## config.mk

```make
export PLATFORM = sky130hd
export DESIGN_NAME = string_hash_with_index_detect_flat
export DESIGN_NICKNAME = d
export VERILOG_FILES = /design/src/rtl/shwid_pkg.sv /design/src/rtl/shwid_if.sv /design/src/rtl/shwid_step.sv /design/src/rtl/shwid_out_stage.sv /design/src/rtl/string_hash_with_index_detect.sv /design/src/flat_wrapper.sv
export SDC_FILE = /design/constraint.sdc
export NUM_CORES = 1
export LEC_CHECK = 0
export ABC_AREA = 1
export ABC_CLOCK_PERIOD_IN_PS = 3900
export BUFFER_PORTS_ARGS = -buffer_cell sky130_fd_sc_hd__buf_2
export CAP_MARGIN = 5
export CORE_MARGIN = 1.5
export CORE_UTILIZATION = 45
export DETAILED_ROUTE_END_ITERATION = 8
export PLACE_DENSITY = 0.67
export SLEW_MARGIN = 20
export SYNTH_ARGS = -nofsm -noshare
export SYNTH_HDL_FRONTEND = slang
export SYNTH_SLANG_ARGS = --single-unit
```

## constraint.sdc

```tcl
create_clock -name clk_i -period 3.9 [get_ports clk_i]
set_clock_uncertainty 0.1 [all_clocks]
set_input_delay 0.39 -clock clk_i [delete_from_list [all_inputs] [get_ports clk_i]]
set_output_delay 0.39 -clock clk_i [all_outputs]
set_load 0.01 [all_outputs]
```

## src/rtl/shwid_pkg.sv

```systemverilog
// ----------------------------------------------------------------------------
// shwid_pkg
// Shared widths, result kinds and the per-string state record for the
// string hash with array-index detection.
// ----------------------------------------------------------------------------
package shwid_pkg;

  localparam int unsigned UNIT_W = 16;
  localparam int unsigned HASH_W = 32;
  localparam int unsigned KIND_W = 2;

  // Result kinds
  localparam logic [KIND_W-1:0] KIND_REGULAR      = 2'd0;
  localparam logic [KIND_W-1:0] KIND_INDEX        = 2'd1;
  localparam logic [KIND_W-1:0] KIND_MAX_UNSIGNED = 2'd2;

  localparam logic [HASH_W-1:0] ALL_ONES    = {HASH_W{1'b1}};
  localparam logic [UNIT_W-1:0] DIGIT_ZERO  = 16'h0030;
  localparam logic [UNIT_W-1:0] DIGIT_MAX   = 16'd9;

  // Running state of the string being taken
  typedef struct packed {
    logic [HASH_W-1:0] hash;
    logic [HASH_W-1:0] number;
    logic              still_numeric;
    logic              at_first;
    logic              lead_zero;
  } str_state_t;

  localparam str_state_t STATE_CLEAR = '{
    hash:          ALL_ONES,
    number:        '0,
    still_numeric: 1'b1,
    at_first:      1'b1,
    lead_zero:     1'b0
  };

  // Result of one step
  typedef struct packed {
    logic              valid;
    logic [HASH_W-1:0] hash;
    logic [KIND_W-1:0] kind;
  } step_res_t;

endpackage

```

## src/rtl/shwid_if.sv

```systemverilog
// ----------------------------------------------------------------------------
// shwid_in_if / shwid_out_if
// Valid/ready channels for code units in and hash results out.
// ----------------------------------------------------------------------------
interface shwid_in_if;
  logic                      valid;
  logic                      ready;
  logic [shwid_pkg::UNIT_W-1:0] code_unit;
  logic                      last_unit;
  logic                      empty_string;

  modport source (output valid, code_unit, last_unit, empty_string, input ready);
  modport sink   (input valid, code_unit, last_unit, empty_string, output ready);
endinterface

interface shwid_out_if;
  logic                      valid;
  logic                      ready;
  logic [shwid_pkg::HASH_W-1:0] hash_value;
  logic [shwid_pkg::KIND_W-1:0] string_kind;

  modport source (output valid, hash_value, string_kind, input ready);
  modport sink   (input valid, hash_value, string_kind, output ready);
endinterface

```

## src/rtl/shwid_step.sv

```systemverilog
// ----------------------------------------------------------------------------
// shwid_step
// One code unit of work: polynomial hash update, decimal parse update and,
// on the final unit or an empty string, the result selection.
// ----------------------------------------------------------------------------
module shwid_step (
  input  shwid_pkg::str_state_t                state_i,
  input  logic [shwid_pkg::UNIT_W-1:0]         code_unit_i,
  input  logic                                 last_unit_i,
  input  logic                                 empty_string_i,
  output shwid_pkg::str_state_t                state_o,
  output shwid_pkg::step_res_t                 res_o
);
  import shwid_pkg::*;

  logic [HASH_W-1:0] hash_upd;
  logic [UNIT_W-1:0] digit;
  logic              is_digit;
  logic [HASH_W+3:0] num_ext;
  logic              num_ovf;
  str_state_t        upd;

  // h*31 + unit as (h<<5) - h + unit, mod 2^32
  assign hash_upd = (state_i.hash << 5) - state_i.hash + {{(HASH_W-UNIT_W){1'b0}}, code_unit_i};

  assign digit    = code_unit_i - DIGIT_ZERO;
  assign is_digit = (digit <= DIGIT_MAX);

  // n*10 + d as (n<<3) + (n<<1) + d, kept wide for an exact overflow test
  assign num_ext = ({4'b0000, state_i.number} << 3) + ({4'b0000, state_i.number} << 1)
                 + {{(HASH_W+4-UNIT_W){1'b0}}, digit};
  assign num_ovf = |num_ext[HASH_W+3:HASH_W];

  // Advance the parse state
  always_comb begin
    upd          = state_i;
    upd.hash     = hash_upd;
    upd.at_first = 1'b0;
    if (!is_digit) begin
      upd.still_numeric = 1'b0;
    end else if (state_i.at_first) begin
      upd.number    = num_ext[HASH_W-1:0];
      upd.lead_zero = (digit == '0);
    end else if (state_i.lead_zero) begin
      upd.still_numeric = 1'b0;
    end else if (state_i.still_numeric) begin
      if (num_ovf) begin
        upd.still_numeric = 1'b0;
      end else begin
        upd.number = num_ext[HASH_W-1:0];
      end
    end
  end

  // Pick the result and clear the state at end of string
  always_comb begin
    res_o   = '0;
    state_o = upd;
    if (empty_string_i) begin
      res_o.valid = 1'b1;
      res_o.hash  = ALL_ONES;
      res_o.kind  = KIND_REGULAR;
      state_o     = STATE_CLEAR;
    end else if (last_unit_i) begin
      res_o.valid = 1'b1;
      if (upd.still_numeric) begin
        res_o.hash = upd.number;
        res_o.kind = (upd.number == ALL_ONES) ? KIND_MAX_UNSIGNED : KIND_INDEX;
      end else begin
        res_o.hash = upd.hash;
        res_o.kind = KIND_REGULAR;
      end
      state_o = STATE_CLEAR;
    end
  end

endmodule

```

## src/rtl/shwid_out_stage.sv

```systemverilog
// ----------------------------------------------------------------------------
// shwid_out_stage
// Result register: holds one result until the sink takes it.
// ----------------------------------------------------------------------------
module shwid_out_stage (
  input  logic                 clk_i,
  input  logic                 rst_ni,
  input  logic                 load_i,
  input  shwid_pkg::step_res_t res_i,
  output logic                 can_load_o,
  shwid_out_if.source          out_o
);
  import shwid_pkg::*;

  logic              valid_q, valid_d;
  logic [HASH_W-1:0] hash_q;
  logic [KIND_W-1:0] kind_q;

  assign can_load_o = !valid_q || out_o.ready;

  // Set on load, drop when taken
  always_comb begin
    valid_d = valid_q;
    if (out_o.ready) begin
      valid_d = 1'b0;
    end
    if (load_i) begin
      valid_d = 1'b1;
    end
  end

  always_ff @(posedge clk_i or negedge rst_ni) begin
    if (!rst_ni) begin
      valid_q <= 1'b0;
    end else begin
      valid_q <= valid_d;
    end
  end

  // Capture payload
  always_ff @(posedge clk_i) begin
    if (load_i) begin
      hash_q <= res_i.hash;
      kind_q <= res_i.kind;
    end
  end

  assign out_o.valid       = valid_q;
  assign out_o.hash_value  = hash_q;
  assign out_o.string_kind = kind_q;

  // A max-unsigned result always carries the all-ones value
  a_max_kind: assert property (@(posedge clk_i) disable iff (!rst_ni)
    valid_q && (kind_q == KIND_MAX_UNSIGNED) |-> hash_q == ALL_ONES)
    else $error("max-unsigned kind without all-ones value");

  // Loading is only done into a free or draining register
  a_no_overwrite: assert property (@(posedge clk_i) disable iff (!rst_ni)
    load_i |-> can_load_o)
    else $error("result register overwritten");

  // Never a kind code outside the defined set
  a_kind_code: assert property (@(posedge clk_i) disable iff (!rst_ni)
    valid_q |-> (kind_q == KIND_REGULAR) || (kind_q == KIND_INDEX)
             || (kind_q == KIND_MAX_UNSIGNED))
    else $error("undefined kind code");

endmodule

```

## src/rtl/string_hash_with_index_detect.sv

```systemverilog
// ----------------------------------------------------------------------------
// string_hash_with_index_detect
// Polynomial string hash (x31) with canonical decimal array-index detection.
// ----------------------------------------------------------------------------
//  channel | dir | handshake    | payload
//  in_i    | in  | valid/ready  | code_unit[15:0], last_unit, empty_string
//  out_o   | out | valid/ready  | hash_value[31:0], string_kind[1:0]
//
//  One code unit per cycle while no result stalls; a result passes the input
//  register, then the result register, after its final unit is accepted.
//  The hash and parse update is one combinational step on the running state.
//  Reset clears the running state to a fresh string and empties both stages.
//  A stalled result holds back only a unit that ends a string and those behind it.
// ----------------------------------------------------------------------------
module string_hash_with_index_detect (
  input  logic        clk_i,
  input  logic        rst_ni,
  shwid_in_if.sink    in_i,
  shwid_out_if.source out_o
);
  import shwid_pkg::*;

  logic              in_valid_q;
  logic [UNIT_W-1:0] unit_q;
  logic              last_q;
  logic              empty_q;
  str_state_t        state_q, state_d;
  step_res_t         res;
  logic              can_load;
  logic              advance;
  logic              in_acc;

  // Process the registered unit when its result (if any) has room
  assign advance  = in_valid_q && (!res.valid || can_load);
  assign in_i.ready = !in_valid_q || advance;
  assign in_acc   = in_i.valid && in_i.ready;

  // Input register
  always_ff @(posedge clk_i or negedge rst_ni) begin
    if (!rst_ni) begin
      in_valid_q <= 1'b0;
    end else if (in_i.ready) begin
      in_valid_q <= in_i.valid;
    end
  end

  always_ff @(posedge clk_i) begin
    if (in_acc) begin
      unit_q  <= in_i.code_unit;
      last_q  <= in_i.last_unit;
      empty_q <= in_i.empty_string;
    end
  end

  shwid_step u_step (
    .state_i        (state_q),
    .code_unit_i    (unit_q),
    .last_unit_i    (last_q),
    .empty_string_i (empty_q),
    .state_o        (state_d),
    .res_o          (res)
  );

  // Running string state
  always_ff @(posedge clk_i or negedge rst_ni) begin
    if (!rst_ni) begin
      state_q <= STATE_CLEAR;
    end else if (advance) begin
      state_q <= state_d;
    end
  end

  shwid_out_stage u_out (
    .clk_i      (clk_i),
    .rst_ni     (rst_ni),
    .load_i     (advance && res.valid),
    .res_i      (res),
    .can_load_o (can_load),
    .out_o      (out_o)
  );

  // State is fresh after every emitted result
  a_clear_after_result: assert property (@(posedge clk_i) disable iff (!rst_ni)
    advance && res.valid |=> state_q == STATE_CLEAR)
    else $error("state not cleared after result");

  // A fresh string has the initial hash and no number
  a_fresh_state: assert property (@(posedge clk_i) disable iff (!rst_ni)
    state_q.at_first |-> (state_q.hash == ALL_ONES) && (state_q.number == '0))
    else $error("fresh string state corrupted");

  // A held unit stays in the input register until processed
  a_hold_unit: assert property (@(posedge clk_i) disable iff (!rst_ni)
    in_valid_q && !advance |=> in_valid_q && $stable(unit_q) && $stable(state_q))
    else $error("held unit lost");

endmodule
```

## src/flat_wrapper.sv

```systemverilog
// flat-port wrapper written by rule: the top's interface ports become plain ports
module string_hash_with_index_detect_flat import shwid_pkg::*;
  (clk_i, rst_ni, in_i_valid, in_i_code_unit, in_i_last_unit, in_i_empty_string, in_i_ready, out_o_valid, out_o_hash_value, out_o_string_kind, out_o_ready);
  shwid_in_if in_i_i ();
  shwid_out_if out_o_i ();
  input  logic clk_i;
  input  logic rst_ni;
  input wire logic [$bits(in_i_i.valid)-1:0] in_i_valid;
  input wire logic [$bits(in_i_i.code_unit)-1:0] in_i_code_unit;
  input wire logic [$bits(in_i_i.last_unit)-1:0] in_i_last_unit;
  input wire logic [$bits(in_i_i.empty_string)-1:0] in_i_empty_string;
  output wire logic [$bits(in_i_i.ready)-1:0] in_i_ready;
  output wire logic [$bits(out_o_i.valid)-1:0] out_o_valid;
  output wire logic [$bits(out_o_i.hash_value)-1:0] out_o_hash_value;
  output wire logic [$bits(out_o_i.string_kind)-1:0] out_o_string_kind;
  input wire logic [$bits(out_o_i.ready)-1:0] out_o_ready;
  assign in_i_i.valid = in_i_valid;
  assign in_i_i.code_unit = in_i_code_unit;
  assign in_i_i.last_unit = in_i_last_unit;
  assign in_i_i.empty_string = in_i_empty_string;
  assign in_i_ready = in_i_i.ready;
  assign out_o_valid = out_o_i.valid;
  assign out_o_hash_value = out_o_i.hash_value;
  assign out_o_string_kind = out_o_i.string_kind;
  assign out_o_i.ready = out_o_ready;
  string_hash_with_index_detect u_core (.clk_i(clk_i), .rst_ni(rst_ni), .in_i(in_i_i), .out_o(out_o_i));
endmodule
```

==> flow_metrics.tcl, run 1 <==
set metrics [dict create \
    maxCapViolCount 0 \
    routed_wl_um 33700 \
    antenna_found_initial 0 \
    setup_viol 67 \
    grt_pass1_wl_um 51200 \
    synthesis.nets 1573 \
    fmax_mhz 215 \
    grt_max_degree 55 \
    htreeDepth 4 \
    finalWorstSetupSlack_ps -756 \
    synth_edf_count 52 \
    wl_per_cell_um 17.2 \
    core_area_mm2 0.0234 \
    hpwl_um 25700 \
    relSlewSlack_pct 25.0 \
    grt_use_total_pct 27.3 \
    pin_count 58 \
    syn_to_final_growth_pct 31.2 \
    holdCritStartpoint "in_i_code_unit[12]" \
    firstDrtPassIters 6 \
    power_density_mw_per_mm2 541 \
    vias 10400 \
    io_buffers 57 \
    cts_tree "yes" \
    whs_ps 22.0 \
    hold_viol_final 0 \
    ys_seq_area_share_pct 31.1 \
    vdd_drop_max_mv 0.321 \
    crit_top_cell "nand2_1" \
    syn_area_per_cell_um2 7.52 \
    placed_cell_area_mm2 0.0124 \
    num-fill-cells 2096 \
    cts.sinks 121 \
    mostFrequentLayoutCell "nand2_1" \
    grt_pass1_vias 10000 \
    hold_depth 1 \
    dieArea_mm2 0.0247 \
    reg2reg_from "u_core.unit_q[4]" \
    r2r_cells 33 \
    fp.dieW_um 157 \
    cellLeakagePower_nw 6.98 \
    ys.flop_type "edfxtp_1" \
    place_ws_ps -811 \
    start_util_pct 45.7 \
    gr-total-overflow 0 \
    slowest_stage "fa_1" \
    diodes 0 \
    drive_above_1_share_pct 29.3 \
    finalSetupTns_ps -29860 \
    maxSlewViolCount 0 \
    finalCritPeriodShare_pct 119 \
    antenna_left 0 \
    fin_crit_ps 4660 \
    crit_fanout 7 \
    post-route-util_pct 60.0 \
    clock_latency_ps 440 \
    synth-seq-cells 121 \
    fin_nets 1777 \
    crit_end "u_core.u_out.out_o.string_kind[0]" \
    start_kind "flop" \
    synthArstFlopShare_pct 57.0 \
    hold_class "input pin to flop" \
    required_ps 3970 \
    syn_inst 1422 \
    rows 56 \
    via_per_inst 5.31 \
    yosysWarningCount 0 \
    final_cell_mix "nand2_1 (274), inv_1 (253), buf_4 (127), nor2_1 (98), ha_1 (95)" \
    rr_endpoint "u_core.u_out.out_o.string_kind[0]" \
    synth_cell_types 48 \
    path_clk_slew_ps 70 \
    die_y_um 157 \
    cts_root_buf "clkbuf_16" \
    cp-startpoint "u_core.unit_q[4]" \
    r2r_setup_slack_ps -760 \
    clk_path_buf_depth 2 \
    drtIter0Drc 731 \
    crit_type "flop to flop" \
    syn_area_mm2 0.0107 \
    rsz0062_at_grt "yes" \
    arrival_ps 4730 \
    failed_checks "setup timing" \
    cts-buffers-inserted 17 \
    end_kind "flop" \
    crit_path_max_incr_delay_ps 580 \
    outcome "finished with violations" \
    routabilityCongestion 0.953 \
    fin_area_mm2 0.0140 \
    remaining_drc_errors 0 \
    tightest_slew_ps 1120 \
]
[synthesized netlist by cell type (2+ instances only)]
cell	count	share of area [%]
nor4_1	2	0.12
nor3_2	2	0.19
edfxtp_1	52	15
nor2_4	5	0.53
a21oi_2	2	0.16
buf_2	8	0.37
o21a_1	5	0.35
buf_4	4	0.28
nor2_2	4	0.23
nand2_2	12	0.70
inv_2	11	0.39
o22ai_1	46	2.7
o211ai_1	20	1.4
ha_1	103	12
clkbuf_1	16	0.56
a21o_1	3	0.21
o211ai_2	2	0.23
inv_1	268	9.4
nand2_1	353	12
xnor2_1	22	1.8
buf_6	3	0.32
nand3b_1	5	0.35
a22oi_1	8	0.56
xor2_1	39	3.2
fa_1	26	4.9
nand4_1	9	0.53
nor2_1	106	3.7
nand3_2	2	0.19
a211oi_1	2	0.14
o21bai_1	5	0.35
nand3_1	72	3.4
a21oi_1	66	3.1
o21ai_0	34	1.6
dfstp_2	34	8.4
o221ai_1	13	1.1
dfrtp_1	35	8.2
a31oi_1	5	0.29
nor3_1	8	0.37
[worst max-delay path, delay by kind of cell (launching register included)]
family,cells,cell delay (ps)
buffers and inverters,7,670
xor gates and xnor gates,1,150
and+or+nand+nor,22,1890
DFF,1,470
adders and majority gates,3,1100
[per-stage QoR]
| step | cells | power, mW |
|---|---|---|
| after floorplan | 1422 | 4.64 |
| after global placement | 1909 | 5.83 |
| after detailed placement | 1909 | 5.90 |
| after CTS | 1947 | 7.52 |
| after global routing | 1958 | 8.17 |
| final | 1958 | 7.59 |
[registers in the layout, summed over array words and instances, names as in the netlist]
signal / cells
u_core.in_valid_q: 1
u_core.unit_q: 16
u_core.u_out.out_o.string_kind: 2
u_core.last_q: 1
u_core.state_q: 67
u_core.u_out.out_o.hash_value: 32
u_core.u_out.out_o.valid: 1
u_core.empty_q: 1
[kinds of logic after synthesis]
group | share of synthesized area (%)
AOI/OAI and AO/OA | 12.4
DFF | 31.1
and+or+nand+nor | 23.0
xor gates and xnor gates | 5.15
adders and majority gates | 16.9
buffers and inverters | 11.4
[report_power, final]
group          internal, mW  switching (mW)
Clock                 0.901           0.677
Combinational          1.55            2.64
Sequential             1.69           0.135
Total                  4.14            3.45
[routing by layer]
metal / vias to the layer above / GRT usage, % / share of wire, %
li1: 5017 / - / -
met1: 4898 / 33.0 / 41
met2: 385 / 46.3 / 48
met3: 105 / 5.56 / 5.8
met4: 0 / 13.0 / 4.8
met5: - / 0 / 0
[worst min-delay path by stage]
stage,endpoint,slack (ps)
floorplan,u_core.in_valid_q,-6
global placement,u_core.state_q[30],330
detailed placement,u_core.state_q[33],320
CTS,u_core.unit_q[8],10
global route,u_core.unit_q[11],7
finish,u_core.unit_q[12],20
[layout make-up]
class | instances | area, um2 | share of cell area, %
Clock inverter | 15 | 153 | 1.09
Clock buffer | 17 | 425 | 3.03
Sequential cell | 121 | 3330 | 23.7
Tap cell | 319 | 399 | 2.84
Inverter | 280 | 1060 | 7.54
Timing Repair Buffer | 215 | 1690 | 12.0
Multi-Input combinational cell | 991 | 6990 | 49.8
[timing repair]
item	4_1_cts	5_1_grt
hold buffers	1	0
pin swaps	27	31
hold endpoints to repair	12	0
buffers inserted	4	11
setup endpoints to repair	67	67
resized for setup	78	144
gates cloned	1	4
(Power assumes the default switching activity.)
==> run 2: changes to the inputs <==
--- a/config.mk
+++ b/config.mk
@@ -16,4 +16,5 @@
 export SLEW_MARGIN = 20
 export SYNTH_ARGS = -nofsm -noshare
 export SYNTH_HDL_FRONTEND = slang
+export SYNTH_HIERARCHICAL = 1
 export SYNTH_SLANG_ARGS = --single-unit
==> flow_metrics.tcl, run 2 <==
set metrics [dict create \
    diodes 0 \
    switching_share_pct 46.0 \
    rows 57 \
    routabilityCongestion 0.912 \
    synth_cell_types 44 \
    arrival_ps 4640 \
    grt_busiest_layer "met2" \
    cts_tree "yes" \
    cts-buffers-inserted 17 \
    tightest_slew_ps 969 \
    crit_path_max_incr_delay_ps 530 \
    slowest_stage "fa_1" \
    crit_fanout 7 \
    synthArstFlopShare_pct 57.0 \
    hold_class "input pin to flop" \
    post-route-util_pct 61.1 \
    hpwl_um 26300 \
    relSlewSlack_pct 35.3 \
    cellLeakagePower_nw 7.77 \
    grt_use_total_pct 27.9 \
    synth_most_common_cell "nand2_1" \
    io_buffers 57 \
    largest_reg_flops 67 \
    final_cell_mix "nand2_1 (495), inv_1 (223), buf_4 (156), nand3_1 (101), ha_1 (95)" \
    register_area_mm2 0.00333 \
    crit_top_cell "nand2_1" \
    multi_input_area_mm2 0.00750 \
    outcome "finished with violations" \
    ys_seq_area_share_pct 29.8 \
    syn_inst 1587 \
    vias 11300 \
    synth_edf_count 52 \
    die_y_um 161 \
    cts_root_buf "clkbuf_16" \
    syn_area_per_cell_um2 7.04 \
    synth_common_cells "nand2_1 (562), inv_1 (226), nand3_1 (115)" \
    place_ws_ps -539 \
    power_density_mw_per_mm2 709 \
    drtIter0Drc 784 \
    gr-usage-met2_pct 46.7 \
    via_per_inst 5.28 \
    clock_latency_ps 430 \
    gr-total-overflow 0 \
    firstDrtPassIters 5 \
    pwr-share-clk_pct 18.7 \
    hold_viol_final 0 \
    htreeDepth 4 \
    p_sw_mw 4.85 \
    syn_to_final_growth_pct 32.9 \
    pin_count 58 \
    max_flop_register "u_core/state_q" \
    comb_power_share_pct 62.2 \
    ys.flop_type "edfxtp_1" \
    rsz0062_at_grt "yes" \
    setup_viol 67 \
    clk_path_buf_depth 2 \
    required_ps 3990 \
    start_kind "flop" \
    placed_cell_area_mm2 0.0130 \
    finalWorstSetupSlack_ps -653 \
    finalCritPeriodShare_pct 117 \
    synth_top_area_share_pct 18.9 \
    power_frac_seq_pct 19.1 \
    synth-seq-cells 121 \
    wl_per_cell_um 16.9 \
    path_clk_slew_ps 60 \
    antenna_left 0 \
    grt_use_met1_pct 37.8 \
    grt_pass1_vias 10900 \
    synth_area_leaders "nand2_1 (19%), edfxtp_1 (14%), ha_1 (12%)" \
    failed_checks "setup timing" \
    fin_crit_ps 4550 \
    start_util_pct 46.0 \
    synth_top_area_cell "nand2_1" \
    cts.sinks 121 \
    fin_nets 1957 \
    crit_type "flop to flop" \
    maxCapViolCount 0 \
    mostFrequentLayoutCell "nand2_1" \
    finalSetupTns_ps -22320 \
    use_met3_pct 3.49 \
    routed_wl_um 36200 \
    fin_area_mm2 0.0149 \
    vdd_drop_max_mv 0.474 \
    num-fill-cells 2113 \
    core_area_mm2 0.0243 \
    fp.dieW_um 161 \
    grt_pass1_wl_um 56500 \
    antenna_found_initial 0 \
    synthesis.nets 1738 \
    end_kind "flop" \
    total_power_mw 10.5 \
    intPower_mw 5.69 \
    yosysWarningCount 6 \
    syn_area_mm2 0.0112 \
    dieArea_mm2 0.0258 \
    remaining_drc_errors 0 \
    drive_above_1_share_pct 27.5 \
    fmax_mhz 220 \
    grt_max_degree 68 \
    maxSlewViolCount 0 \
]
run 2: power groups by stage:
| stage | clock (mW) | sequential (mW) | combinational [mW] |
|---|---|---|---|
| floorplan | 0 | 2.01 | 4.23 |
| global placement | 0 | 2.03 | 5.94 |
| detailed placement | 0 | 2.04 | 5.94 |
| CTS | 1.97 | 2.02 | 6.25 |
| global route | 2.03 | 2.05 | 7.23 |
| finish | 1.97 | 2.02 | 6.56 |
run 2: layout make-up:
cell class / instances / share of cell area (%)
multi-input cells: 1186 / 50.5
clock buffers: 17 / 2.86
clock inverters: 15 / 1.99
repair buffers: 246 / 13.4
repair inverters: 1 / 0.0590
well taps: 324 / 2.73
inverters: 233 / 6.07
flip-flops and latches: 121 / 22.4
run 2: per-stage QoR:
step / std cells / hold WS, ps
floorplan: 1587 / -5.59
global placement: 2088 / 302
detailed placement: 2088 / 310
CTS: 2133 / 13.5
global route: 2143 / 13.2
finish: 2143 / 28.0
run 2: kinds of logic (layout without fill, tap and decap cells):
family | Yosys count | after routing | synth area share (%)
AOI/OAI and AO/OA | 187 | 187 | 9.44
xor gates and xnor gates | 61 | 61 | 4.85
adders and majority gates | 129 | 129 | 16.2
buffers and inverters | 280 | 512 | 10.4
DFF | 121 | 121 | 29.8
and+or+nand+nor | 809 | 809 | 29.4
run 2: worst max-delay path: cells and delay by family, from the launching register on:
family / cells / cell delay [ps]
xor gates and xnor gates: 1 / 180
DFF: 1 / 430
and+or+nand+nor: 21 / 2330
buffers and inverters: 3 / 320
AOI/OAI and AO/OA: 1 / 90
adders and majority gates: 2 / 860
run 2: layer usage:
metal	up-vias	wire length (um)
met5	-	0
met4	0	838
met2	399	17200
li1	5495	-
met3	72	2370
met1	5348	15700
run 2: timing repair:
item	CTS	global route
setup buffers	7	9
gates resized for setup	105	117
endpoints found under the setup margin	66	72
pin swaps	41	60
hold buffers	1	0
gates cloned	5	3
endpoints found under the hold margin	7	0
run 2: path summary, 6_finish.rpt:
check                                                     to          startpoint  cells past startpoint  slack [ps]
setup reg to reg           u_core/u_out/out_o.string_kind[0]    u_core/unit_q[7]                     28        -650
max in group asynchronous                  u_core/state_q[2]              rst_ni                      3        2480
hold reg to reg                           u_core/state_q[39]  u_core/state_q[39]                      2         360
hold / removal                             u_core/unit_q[11]  in_i_code_unit[11]                      1          30
min in group asynchronous                  u_core/state_q[5]              rst_ni                      2         390
setup / recovery           u_core/u_out/out_o.string_kind[0]    u_core/unit_q[7]                     28        -650
